## src/rtl/core/rsg_pkg.sv

```systemverilog
`timescale 1ns / 1ps
package rsg_pkg;

  localparam int unsigned MaxParity = 14;
  localparam int unsigned SymW      = 4;
  localparam int unsigned CntW      = 4;
  localparam int unsigned AddrW     = 3;
  localparam int unsigned DataW     = 32;

  localparam logic [CntW-1:0] ParityReset = 4'd4;
  localparam logic [4:0]      PolyReset   = 5'd19;
  localparam logic [CntW-1:0] ParityMin   = 4'd2;

  localparam logic REG_PARITY = 1'b0;
  localparam logic REG_POLY   = 1'b1;

  typedef logic [SymW-1:0] sym_t;
  typedef logic [MaxParity-1:0][SymW-1:0] sym_vec_t;

  typedef struct packed {
    logic load;
    logic last;
  } msg_ctrl_t;

  function automatic sym_t gf_mul(sym_t a, sym_t b, logic [3:0] low);
    sym_t acc;
    logic top;
    acc = '0;
    for (int bit_idx = 3; bit_idx >= 0; bit_idx--) begin
      top = acc[3];
      acc = {acc[2:0], 1'b0};
      if (top) begin
        acc = acc ^ low;
      end
      if (b[bit_idx]) begin
        acc = acc ^ a;
      end
    end
    return acc;
  endfunction

endpackage

```

## src/rtl/core/rsg_gen.sv

```systemverilog
`timescale 1ns / 1ps
module rsg_gen import rsg_pkg::*; (
  input  logic            clk_i,
  input  logic            rst_ni,
  input  logic            start_i,
  input  logic [CntW-1:0] parity_count_i,
  input  logic [3:0]      poly_low_i,
  output sym_vec_t        gen_o,
  output logic            busy_o
);

  sym_vec_t        full_q, full_d;
  sym_t            root_q, root_d;
  logic [CntW-1:0] cnt_q, cnt_d;
  logic            busy_q, busy_d;

  always_comb begin
    full_d = full_q;
    root_d = root_q;
    cnt_d  = cnt_q;
    busy_d = busy_q;
    if (start_i) begin
      full_d    = '0;
      full_d[0] = 4'd1;
      root_d    = 4'd1;
      cnt_d     = 4'd1;
      busy_d    = 1'b1;
    end else if (busy_q) begin
      root_d    = gf_mul(root_q, 4'd2, poly_low_i);
      full_d[0] = gf_mul(root_d, full_q[0], poly_low_i);
      for (int j = 1; j < MaxParity; j++) begin
        full_d[j] = full_q[j-1] ^ gf_mul(root_d, full_q[j], poly_low_i);
      end
      cnt_d  = cnt_q + 4'd1;
      busy_d = (cnt_q != parity_count_i);
    end
  end

  always_ff @(posedge clk_i or negedge rst_ni) begin
    if (!rst_ni) begin
      full_q <= {{((MaxParity-1)*SymW){1'b0}}, 4'd1};
      root_q <= 4'd1;
      cnt_q  <= 4'd1;
      busy_q <= 1'b1;
    end else begin
      full_q <= full_d;
      root_q <= root_d;
      cnt_q  <= cnt_d;
      busy_q <= busy_d;
    end
  end

  assign gen_o  = full_q;
  assign busy_o = busy_q;

endmodule

```

## src/rtl/core/rsg_lfsr.sv

```systemverilog
`timescale 1ns / 1ps
module rsg_lfsr import rsg_pkg::*; (
  input  logic            clk_i,
  input  logic            rst_ni,
  input  msg_ctrl_t       ctrl_i,
  input  logic            clear_i,
  input  sym_t            message_symbol_i,
  input  logic [CntW-1:0] parity_count_i,
  input  logic [3:0]      poly_low_i,
  input  sym_vec_t        gen_i,
  output sym_vec_t        rem_next_o
);

  sym_vec_t        rem_q, rem_d, rem_next;
  sym_t            fb;
  logic [CntW-1:0] top_idx;

  assign top_idx = parity_count_i - 4'd1;
  assign fb      = message_symbol_i ^ rem_q[top_idx];

  always_comb begin
    rem_next[0] = gf_mul(fb, gen_i[0], poly_low_i);
    for (int j = 1; j < MaxParity; j++) begin
      rem_next[j] = rem_q[j-1] ^ gf_mul(fb, gen_i[j], poly_low_i);
    end
  end

  always_comb begin
    rem_d = rem_q;
    if (clear_i) begin
      rem_d = '0;
    end else if (ctrl_i.load) begin
      rem_d = ctrl_i.last ? '0 : rem_next;
    end
  end

  always_ff @(posedge clk_i or negedge rst_ni) begin
    if (!rst_ni) begin
      rem_q <= '0;
    end else begin
      rem_q <= rem_d;
    end
  end

  assign rem_next_o = rem_next;

endmodule

```

## src/rtl/core/rsg_out.sv

```systemverilog
`timescale 1ns / 1ps
module rsg_out import rsg_pkg::*; (
  input  logic            clk_i,
  input  logic            rst_ni,
  input  msg_ctrl_t       ctrl_i,
  input  sym_t            message_symbol_i,
  input  sym_vec_t        rem_next_i,
  input  logic [CntW-1:0] parity_count_i,
  input  logic            out_ready_i,
  output logic            out_valid_o,
  output sym_t            code_symbol_o,
  output logic            is_parity_o,
  output logic            end_of_codeword_o,
  output logic            draining_o,
  output logic            can_load_o
);

  sym_vec_t        par_q, par_d;
  logic [CntW-1:0] cnt_q, cnt_d;
  logic [CntW-1:0] top_idx;
  logic            valid_q, valid_d;
  sym_t            sym_q, sym_d;
  logic            par_flag_q, par_flag_d;
  logic            end_q, end_d;
  logic            can_load;

  assign can_load = !valid_q || out_ready_i;
  assign top_idx  = parity_count_i - 4'd1;

  always_comb begin
    par_d      = par_q;
    cnt_d      = cnt_q;
    valid_d    = valid_q;
    sym_d      = sym_q;
    par_flag_d = par_flag_q;
    end_d      = end_q;
    if (can_load) begin
      if (cnt_q != '0) begin
        valid_d    = 1'b1;
        sym_d      = par_q[top_idx];
        par_flag_d = 1'b1;
        end_d      = (cnt_q == 4'd1);
        par_d      = {par_q[MaxParity-2:0], 4'd0};
        cnt_d      = cnt_q - 4'd1;
      end else if (ctrl_i.load) begin
        valid_d    = 1'b1;
        sym_d      = message_symbol_i;
        par_flag_d = 1'b0;
        end_d      = 1'b0;
        if (ctrl_i.last) begin
          par_d = rem_next_i;
          cnt_d = parity_count_i;
        end
      end else begin
        valid_d = 1'b0;
      end
    end
  end

  always_ff @(posedge clk_i or negedge rst_ni) begin
    if (!rst_ni) begin
      cnt_q   <= '0;
      valid_q <= 1'b0;
    end else begin
      cnt_q   <= cnt_d;
      valid_q <= valid_d;
    end
  end

  always_ff @(posedge clk_i) begin
    par_q      <= par_d;
    sym_q      <= sym_d;
    par_flag_q <= par_flag_d;
    end_q      <= end_d;
  end

  assign out_valid_o       = valid_q;
  assign code_symbol_o     = sym_q;
  assign is_parity_o       = par_flag_q;
  assign end_of_codeword_o = end_q;
  assign draining_o        = (cnt_q != '0);
  assign can_load_o        = can_load;

endmodule

```

## src/rtl/core/reed_solomon_gf16_encoder_top.sv

```systemverilog
// An accepted message symbol appears at the output in the next cycle.
// Throughput: one message symbol per cycle unless the output stalls or a rebuild runs;
// a last symbol is followed by parity_count parity symbols from the output register,
// during which in_ready_o is low. Reset clears the remainder and rebuilds the generator
// for parity_count 4 over x^4+x+1; any register write rebuilds it, with in_ready_o low
// meanwhile.
`timescale 1ns / 1ps
module reed_solomon_gf16_encoder_top import rsg_pkg::*; (
  input  logic             clk_i,
  input  logic             rst_ni,
  input  logic             in_valid_i,
  output logic             in_ready_o,
  input  logic [3:0]       message_symbol_i,
  input  logic             last_symbol_i,
  output logic             out_valid_o,
  input  logic             out_ready_i,
  output logic [3:0]       code_symbol_o,
  output logic             is_parity_o,
  output logic             end_of_codeword_o,
  input  logic             psel,
  input  logic             penable,
  input  logic             pwrite,
  input  logic [AddrW-1:0] paddr,
  input  logic [DataW-1:0] pwdata,
  output logic [DataW-1:0] prdata,
  output logic             pready
);

  logic [CntW-1:0] parity_q, parity_d;
  logic [4:0]      poly_q, poly_d;
  logic            cfg_wr;
  logic [CntW-1:0] wr_parity;
  sym_vec_t        gen;
  sym_vec_t        rem_next;
  logic            gen_busy;
  logic            draining;
  logic            can_load;
  msg_ctrl_t       ctrl;

  assign pready    = 1'b1;
  assign cfg_wr    = psel && penable && pwrite;
  assign wr_parity = {pwdata[3:1], 1'b0};

  always_comb begin
    parity_d = parity_q;
    poly_d   = poly_q;
    if (cfg_wr) begin
      unique case (paddr[2])
        REG_PARITY: parity_d = (wr_parity < ParityMin) ? ParityMin : wr_parity;
        REG_POLY:   poly_d   = {1'b1, pwdata[3:0]};
        default:    parity_d = parity_q;
      endcase
    end
  end

  always_comb begin
    unique case (paddr[2])
      REG_PARITY: prdata = {{(DataW-CntW){1'b0}}, parity_q};
      REG_POLY:   prdata = {{(DataW-5){1'b0}}, poly_q};
      default:    prdata = '0;
    endcase
  end

  always_ff @(posedge clk_i or negedge rst_ni) begin
    if (!rst_ni) begin
      parity_q <= ParityReset;
      poly_q   <= PolyReset;
    end else begin
      parity_q <= parity_d;
      poly_q   <= poly_d;
    end
  end

  assign in_ready_o = !gen_busy && !draining && can_load;
  assign ctrl.load  = in_valid_i && in_ready_o;
  assign ctrl.last  = last_symbol_i;

  rsg_gen u_gen (
    .clk_i          (clk_i),
    .rst_ni         (rst_ni),
    .start_i        (cfg_wr),
    .parity_count_i (parity_q),
    .poly_low_i     (poly_q[3:0]),
    .gen_o          (gen),
    .busy_o         (gen_busy)
  );

  rsg_lfsr u_lfsr (
    .clk_i            (clk_i),
    .rst_ni           (rst_ni),
    .ctrl_i           (ctrl),
    .clear_i          (cfg_wr),
    .message_symbol_i (message_symbol_i),
    .parity_count_i   (parity_q),
    .poly_low_i       (poly_q[3:0]),
    .gen_i            (gen),
    .rem_next_o       (rem_next)
  );

  rsg_out u_out (
    .clk_i             (clk_i),
    .rst_ni            (rst_ni),
    .ctrl_i            (ctrl),
    .message_symbol_i  (message_symbol_i),
    .rem_next_i        (rem_next),
    .parity_count_i    (parity_q),
    .out_ready_i       (out_ready_i),
    .out_valid_o       (out_valid_o),
    .code_symbol_o     (code_symbol_o),
    .is_parity_o       (is_parity_o),
    .end_of_codeword_o (end_of_codeword_o),
    .draining_o        (draining),
    .can_load_o        (can_load)
  );

endmodule

```

## config.mk

```make
export PLATFORM = sky130hd
export DESIGN_NAME = reed_solomon_gf16_encoder_top
export DESIGN_NICKNAME = d
export VERILOG_FILES = /design/src/rtl/core/rsg_pkg.sv /design/src/rtl/core/rsg_gen.sv /design/src/rtl/core/rsg_lfsr.sv /design/src/rtl/core/rsg_out.sv /design/src/rtl/core/reed_solomon_gf16_encoder_top.sv
export SDC_FILE = /design/constraint.sdc
export NUM_CORES = 1
export LEC_CHECK = 0
export ABC_AREA = 1
export BUFFER_PORTS_ARGS = -buffer_cell sky130_fd_sc_hd__buf_2
export CORE_MARGIN = 1.5
export CORE_UTILIZATION = 55
export DETAILED_ROUTE_END_ITERATION = 12
export PLACE_DENSITY = 0.7
export SYNTH_ARGS = -nofsm -noshare
export SYNTH_HDL_FRONTEND = slang
export SYNTH_HIERARCHICAL = 1
export SYNTH_SLANG_ARGS = --single-unit
```

## constraint.sdc

```tcl
create_clock -name clk_i -period 3.4 [get_ports clk_i]
set_clock_uncertainty 0.05 [all_clocks]
set_input_delay 0.68 -clock clk_i [delete_from_list [all_inputs] [get_ports clk_i]]
set_output_delay 0.68 -clock clk_i [all_outputs]
set_load 0.01 [all_outputs]
```

[After elaboration in Yosys (flattened, before gate mapping)]
Index checks and enable logic that the tools add are counted.
Storage, ports and cells
  bits in registers: 196
  bits in latches: 0
  memory bits (writable): 0
  ROM bits: 0
  output and inout bits: 41
  memories kept: 0
Cells by class
  add/subtract/negate cells: 3
  $mul: 0
  divide/modulo/power cells: 0
  $lt $le $gt $ge: 2
  equal/unequal tests: 2
  shift operators: 0
  muxes and demuxes: 424
  bitwise logic cells: 197
  reduce and logical (&&, ||, !) cells: 18
Operators with widths (number)
  $mux 4: 407
  $xor 4x4->4: 196
  $mux 56: 8
  $pmux 32 s2: 1
  $bmux 4 s4: 2
  $reduce_bool 2->1: 4
  $sub 4x1->4 const B: 2
  $mux 1: 6
  $reduce_and 2->1: 3
  $logic_and 1x1->1: 5
  $lt 4x5->1 const B: 1
  $add 4x1->4 const B: 1
  $eq 4x1->1 const B: 1
  $lt 4x2->1 const B: 1
  $ne 4x4->1: 1
  $reduce_bool 4->1: 1
  $logic_not 1->1: 3
  $reduce_and 3->1: 1
  $logic_or 1x1->1: 1
  $not 1->1: 1

[Longest topological paths before layout]
  word-level depth: 37
  mapped depth: 29
  depth with buffers taken out: 25

[By module]
The synthesis kept the hierarchy.
By module, submodules not included
  rsg_lfsr: instances 1, cells an instance 1736, area an instance 9312.7 um^2, sequential area each 1401.3 um^2
  rsg_gen: instances 1, cells an instance 1578, area an instance 8470.6 um^2, sequential area each 1631.6 um^2
  rsg_out: instances 1, cells an instance 433, area an instance 3654.8 um^2, sequential area each 1986.9 um^2
  reed_solomon_gf16_encoder_top: instances 1, cells an instance 85, area an instance 611.8 um^2, sequential area each 178.9 um^2

[Worst setup path before layout]
Ideal clock, no wire load.
  path type: register to register
  start: register parity_q[1]
  end: register u_out/par_q[49] (netlist bit) (data pin)
  library setup time: 260 ps
  data arrival time: 2816 ps
  setup slack: 273 ps
  cell stages (with the launch flop): 23
  path buffers: 3
  path through: dfrtp_1 inv_1 ha_1 buf_2 buf_2 nand3_1 nand3_1 nand3_2 nand2_2 nand2_4 nand2_8 nand3_1 nand2_2 buf_6 nand2_1 xor2_1 nand2_1 nand2_1 inv_2 nand3_1 and2_1 nand2_1 o21ai_0
RTL lines
  start, declared: RTL line reed_solomon_gf16_encoder_top.sv:29  | logic [CntW-1:0] parity_q, parity_d;
  start signal, assigned: RTL line reed_solomon_gf16_encoder_top.sv:66  | parity_q <= ParityReset;
  start signal, assigned: RTL line reed_solomon_gf16_encoder_top.sv:69  | parity_q <= parity_d;
  end signal, assigned: RTL line rsg_out.sv:71  | par_q <= par_d;
  end, declared: RTL line rsg_out.sv:18  | sym_vec_t par_q, par_d;

==> qor.txt <==
Count of max-cap constraint violations = 0
Hold Crit Class = input pin to asynchronous set/reset pin
DRT Pass-1 Iters = 6
Inserted Clock Buffers = 17
Failing checks = negative setup slack
Path type of the worst setup path = register to register
P per Cell Area = 884 nW/um2
Highest metal layer used by the detailed router = met4
Crit-path leading delay family = simple AND/OR/NAND/NOR gates
Clock transition at the register clock pins on the worst setup and hold paths after CTS = 0.08 ns
GRT Resource Usage Total = 34.9%
Antenna violations before repair = 0
Count of final max-slew check failures = 0
Metal1 wirelength = 30.7 mm
Largest stage delay on the critical path = 0.37 ns
Top-Level Pins = 88
Core area = 39,600 um2
Post-synthesis mux area share = 0%
Final weighted congestion of routability-driven global placement = 0.921
Compound-gate portion of the synthesized area = 4.07%
Later-pin clock latency in the skew report = 0.50 ns
Internal power of the cells = 0.00968 W
Unrepaired setup endpoints after global routing = yes
Syn. warnings = 6
Combinational fraction of design power = 68.2%
Antenna diodes = 0
Required time at the worst-slack endpoint = 3.56 ns
Post-synth EDFFs = 62
Pre-CTS setup slack = -0.182 ns
Leakage = 12.9 nW
Setup TNS after final layout = -0.00163 ns
Initial detailed-routing violation count = 2,801
CTS Sinks = 195
Antenna-violating nets left = 0
Total die area = 41,300 um2
Worst-path cell chain = inv_2 -> ha_4 -> buf_6 -> buf_6 -> nand3_1 -> nand3_2 -> nand2_2 -> nand2_1 -> nand2_4 -> nand2_4 -> nand2_8 -> buf_12 -> buf_12 -> nand2_1 -> nand2_2 -> nand2_2 -> nand2_1 -> nand2_2 -> nand2_4 -> a21o_1 -> and2_1 -> nand2_1 -> o21ai_0
Post-Synth Simple-Gate Area = 50.6%
First-pass GRT wire length = 114 mm
Drc violations = 0
Post-synthesis register bit count = 195
Mean instance size in the synthesized netlist = 5.75 um2
Starting Density = 55.6%
Number of placement rows = 73
Drt wl/cell = 16.8 um
Portion of the post-synthesis area used by sequential elements = 23.6%
Final Util = 61.8%
Largest family of logic cells by synthesized area = simple AND/OR/NAND/NOR gates
Leading cell type in the layout, fill and taps excluded = sky130_fd_sc_hd__nand2_1
Count of non-filler cells in the finished layout = 4,410
Share of synthesized cell area in full adder, half adder and majority cells = 0.284%
Sequential share of power = 22.4%
Share of post-route cells with drive strength above 1 = 12.8%
Via density = 5.67
Instance area at placement = 23,000 um2
Netlist area before placement = 22,000 um2
Deepest level of the CTS H-tree = 4
Data arrival time of the worst path = 3.57 ns
Syn-to-layout area delta = 11.1%
Destination of the worst register-to-register timing path = u_out/par_q[24]$_DFFE_PP_
Count of buffers inserted at the top-level ports = 29
Largest net degree at the start of global routing = 109
Clk network pwr share = 9.4%
CTS root buffer = sky130_fd_sc_hd__clkbuf_16
Time the final worst path needs with I/O delays and setup = 3.40 ns
Reg2reg setup slack = -0.002 ns
Remaining global-route overflow = 0
Share of synthesized registers carrying an async set or reset = 68.2%
Vert. Die Dim = 203 um
Total non-filler cell area in the finished layout = 24,500 um2
Wire length reported by the detailed router = 74.3 mm
P_sw = 0.0120 W
Endpoint class of the critical path = register
Dpl cells = 4,355
Cell count after synthesis = 3,832
Result of the run = complete, but fails checks
Via count of the first global-routing pass = 22,600
Area contributors post-synth = sky130_fd_sc_hd__nand2_1, sky130_fd_sc_hd__dfrtp_1, sky130_fd_sc_hd__nand3_1, sky130_fd_sc_hd__edfxtp_1, sky130_fd_sc_hd__inv_1
Critical path peak fanout = 7
Area share of the largest cell type after synthesis = 29.4%
Period utilization = 100%
Worst vdd rail ir drop = 0.000576 V
Metal2 WL = 33.9 mm
Switch share = 55.3%
Critical path launch point type = register
Crit-path slowest cell = sky130_fd_sc_hd__dfrtp_1
Path depth of the worst reg2reg path = 23
Source of the worst register-to-register timing path = parity_q[1]$_DFFE_PN0P_
DIE WIDTH = 203 um
Maximum clock frequency = 0.294 GHz
Library cell with the largest summed area after synthesis = sky130_fd_sc_hd__nand2_1
Final setup violation count = 1
Slew of the pin with the lowest slew margin = 1.04 ns
Number of distinct library cell variants in the gate-level netlist after synthesis = 44
Worst-case setup margin in the final layout = -0.00163 ns
Met3 wire len = 6.07 mm
Hold Fails Final Rpt = 0
Total number of vias = 25,000
Max-slew headroom at the worst pin = 30.8%
Maximum root-to-sink buffer count = 2
Commonest register cell after synthesis = sky130_fd_sc_hd__dfrtp_1
Clock tree from TritonCTS = built
Combined buffer and inverter count along the critical path = 5
Total Nets Final = 3,924
Commonest cells after routing, fill and taps aside = sky130_fd_sc_hd__nand2_1, sky130_fd_sc_hd__nand3_1, sky130_fd_sc_hd__inv_1, sky130_fd_sc_hd__nor2_1, sky130_fd_sc_hd__dfrtp_1
Detailed placement HPWL = 51.2 mm
Parity-gate share of the synthesized area counting xor and xnor cells = 9.11%
[power groups by stage]
| stage | combinational (W) | sequential (W) | clock [W] |
|---|---|---|---|
| finish | 0.0148 | 0.00486 | 0.00203 |
| global route | 0.0163 | 0.00496 | 0.00214 |
| CTS | 0.0135 | 0.00479 | 0.00207 |
| detailed placement | 0.0133 | 0.00484 | 0 |
| global placement | 0.0129 | 0.00480 | 0 |
| floorplan | 0.00993 | 0.00427 | 0 |
[routing by layer]
layer / vias up / GRT usage (%)
li1: 12000 / -
met1: 11600 / 45.7
met2: 1217 / 56.5
met3: 252 / 4.03
met4: 0 / 18.1
met5: - / 0
[area by class of cell]
cell class	instances	area, um2
clock buffer	17	425
fill	3828	15100
clock inverter	15	125
tap	525	657
sequential	195	5210
inverter	434	1640
multi-input combinational	3047	14900
timing repair buffer	177	1500
[cells by family (layout without fill, tap and decap cells)]
family	after synthesis	after routing
AOI/OAI and AO/OA	172	172
xor gates and xnor gates	219	219
adders and majority gates	5	5
buffers and inverters	622	643
DFF	195	195
other	2	33
and+or+nand+nor	2617	2618
[cell usage after synthesis (6+ instances only)]
| master | count |
|---|---|
| sky130_fd_sc_hd__a21oi_1 | 38 |
| sky130_fd_sc_hd__and2_1 | 9 |
| sky130_fd_sc_hd__buf_1 | 12 |
| sky130_fd_sc_hd__buf_2 | 51 |
| sky130_fd_sc_hd__buf_4 | 48 |
| sky130_fd_sc_hd__buf_6 | 18 |
| sky130_fd_sc_hd__clkbuf_1 | 59 |
| sky130_fd_sc_hd__dfrtp_1 | 126 |
| sky130_fd_sc_hd__dfstp_2 | 7 |
| sky130_fd_sc_hd__edfxtp_1 | 62 |
| sky130_fd_sc_hd__inv_1 | 411 |
| sky130_fd_sc_hd__inv_2 | 21 |
| sky130_fd_sc_hd__nand2_1 | 1728 |
| sky130_fd_sc_hd__nand2_2 | 58 |
| sky130_fd_sc_hd__nand3_1 | 461 |
| sky130_fd_sc_hd__nand3_2 | 6 |
| sky130_fd_sc_hd__nand3b_1 | 52 |
| sky130_fd_sc_hd__nand4_1 | 72 |
| sky130_fd_sc_hd__nor2_1 | 189 |
| sky130_fd_sc_hd__o211ai_1 | 7 |
| sky130_fd_sc_hd__o21ai_0 | 81 |
| sky130_fd_sc_hd__o21ai_1 | 36 |
| sky130_fd_sc_hd__or2_2 | 21 |
| sky130_fd_sc_hd__xnor2_1 | 85 |
| sky130_fd_sc_hd__xnor2_2 | 10 |
| sky130_fd_sc_hd__xor2_1 | 122 |
[stage by stage]
| stage | power (W) | hold slack, ns |
|---|---|---|
| after floorplan | 0.0142 | 0.334 |
| after global placement | 0.0177 | 0.414 |
| after detailed placement | 0.0182 | 0.423 |
| after CTS | 0.0203 | 0.0458 |
| after global routing | 0.0234 | 0.0804 |
| final | 0.0217 | 0.0449 |
[flip-flops by register name (all words and copies together), names as in the netlist]
register	count
parity_q	3
u_gen/cnt_q	4
u_lfsr/rem_q	56
u_gen/root_q	4
u_gen/gen_o	56
u_out/code_symbol_o	4
u_out/is_parity_o	1
u_out/par_q	56
u_out/out_valid_o	1
u_out/cnt_q	4
u_out/end_of_codeword_o	1
poly_q	4
u_gen/busy_o	1
[worst reg2reg max path: stages, from the launching register on]
cell and delay, ns:
sky130_fd_sc_hd__dfrtp_1 0.37, sky130_fd_sc_hd__inv_2 0.06, sky130_fd_sc_hd__ha_4 0.31, sky130_fd_sc_hd__buf_6 0.16, sky130_fd_sc_hd__buf_6 0.12, sky130_fd_sc_hd__nand3_1 0.10, sky130_fd_sc_hd__nand3_2 0.14, sky130_fd_sc_hd__nand2_2 0.08
sky130_fd_sc_hd__nand2_1 0.12, sky130_fd_sc_hd__nand2_4 0.10, sky130_fd_sc_hd__nand2_4 0.11, sky130_fd_sc_hd__nand2_8 0.07, sky130_fd_sc_hd__buf_12 0.13, sky130_fd_sc_hd__buf_12 0.12, sky130_fd_sc_hd__nand2_1 0.07, sky130_fd_sc_hd__nand2_2 0.08
sky130_fd_sc_hd__nand2_2 0.14, sky130_fd_sc_hd__nand2_1 0.08, sky130_fd_sc_hd__nand2_2 0.10, sky130_fd_sc_hd__nand2_4 0.09, sky130_fd_sc_hd__a21o_1 0.18, sky130_fd_sc_hd__and2_1 0.16, sky130_fd_sc_hd__nand2_1 0.06, sky130_fd_sc_hd__o21ai_0 0.11
[how the worst max path moves through the flow]
stage / end / cells after the start / from
finish: u_out/par_q[24]$_DFFE_PP_ / 23 / parity_q[1]$_DFFE_PN0P_
floorplan: u_out/par_q[49]$_DFFE_PP_ / 22 / parity_q[1]$_DFFE_PN0P_
CTS: u_out/par_q[48]$_DFFE_PP_ / 21 / parity_q[1]$_DFFE_PN0P_
detailed placement: u_out/par_q[25]$_DFFE_PP_ / 23 / parity_q[1]$_DFFE_PN0P_
global route: u_out/par_q[45]$_DFFE_PP_ / 25 / parity_q[1]$_DFFE_PN0P_
global placement: u_out/par_q[24]$_DFFE_PP_ / 22 / parity_q[1]$_DFFE_PN0P_
[repair_timing]
action                     in CTS  in global routing
setup endpoints to repair      47                107
gates resized for setup        15                196
hold buffers                    0                  0
pin swaps                       1                 60
gates cloned                    0                  4
buffers inserted                2                 17
Note: power is estimated with default switching activity, not from simulation.
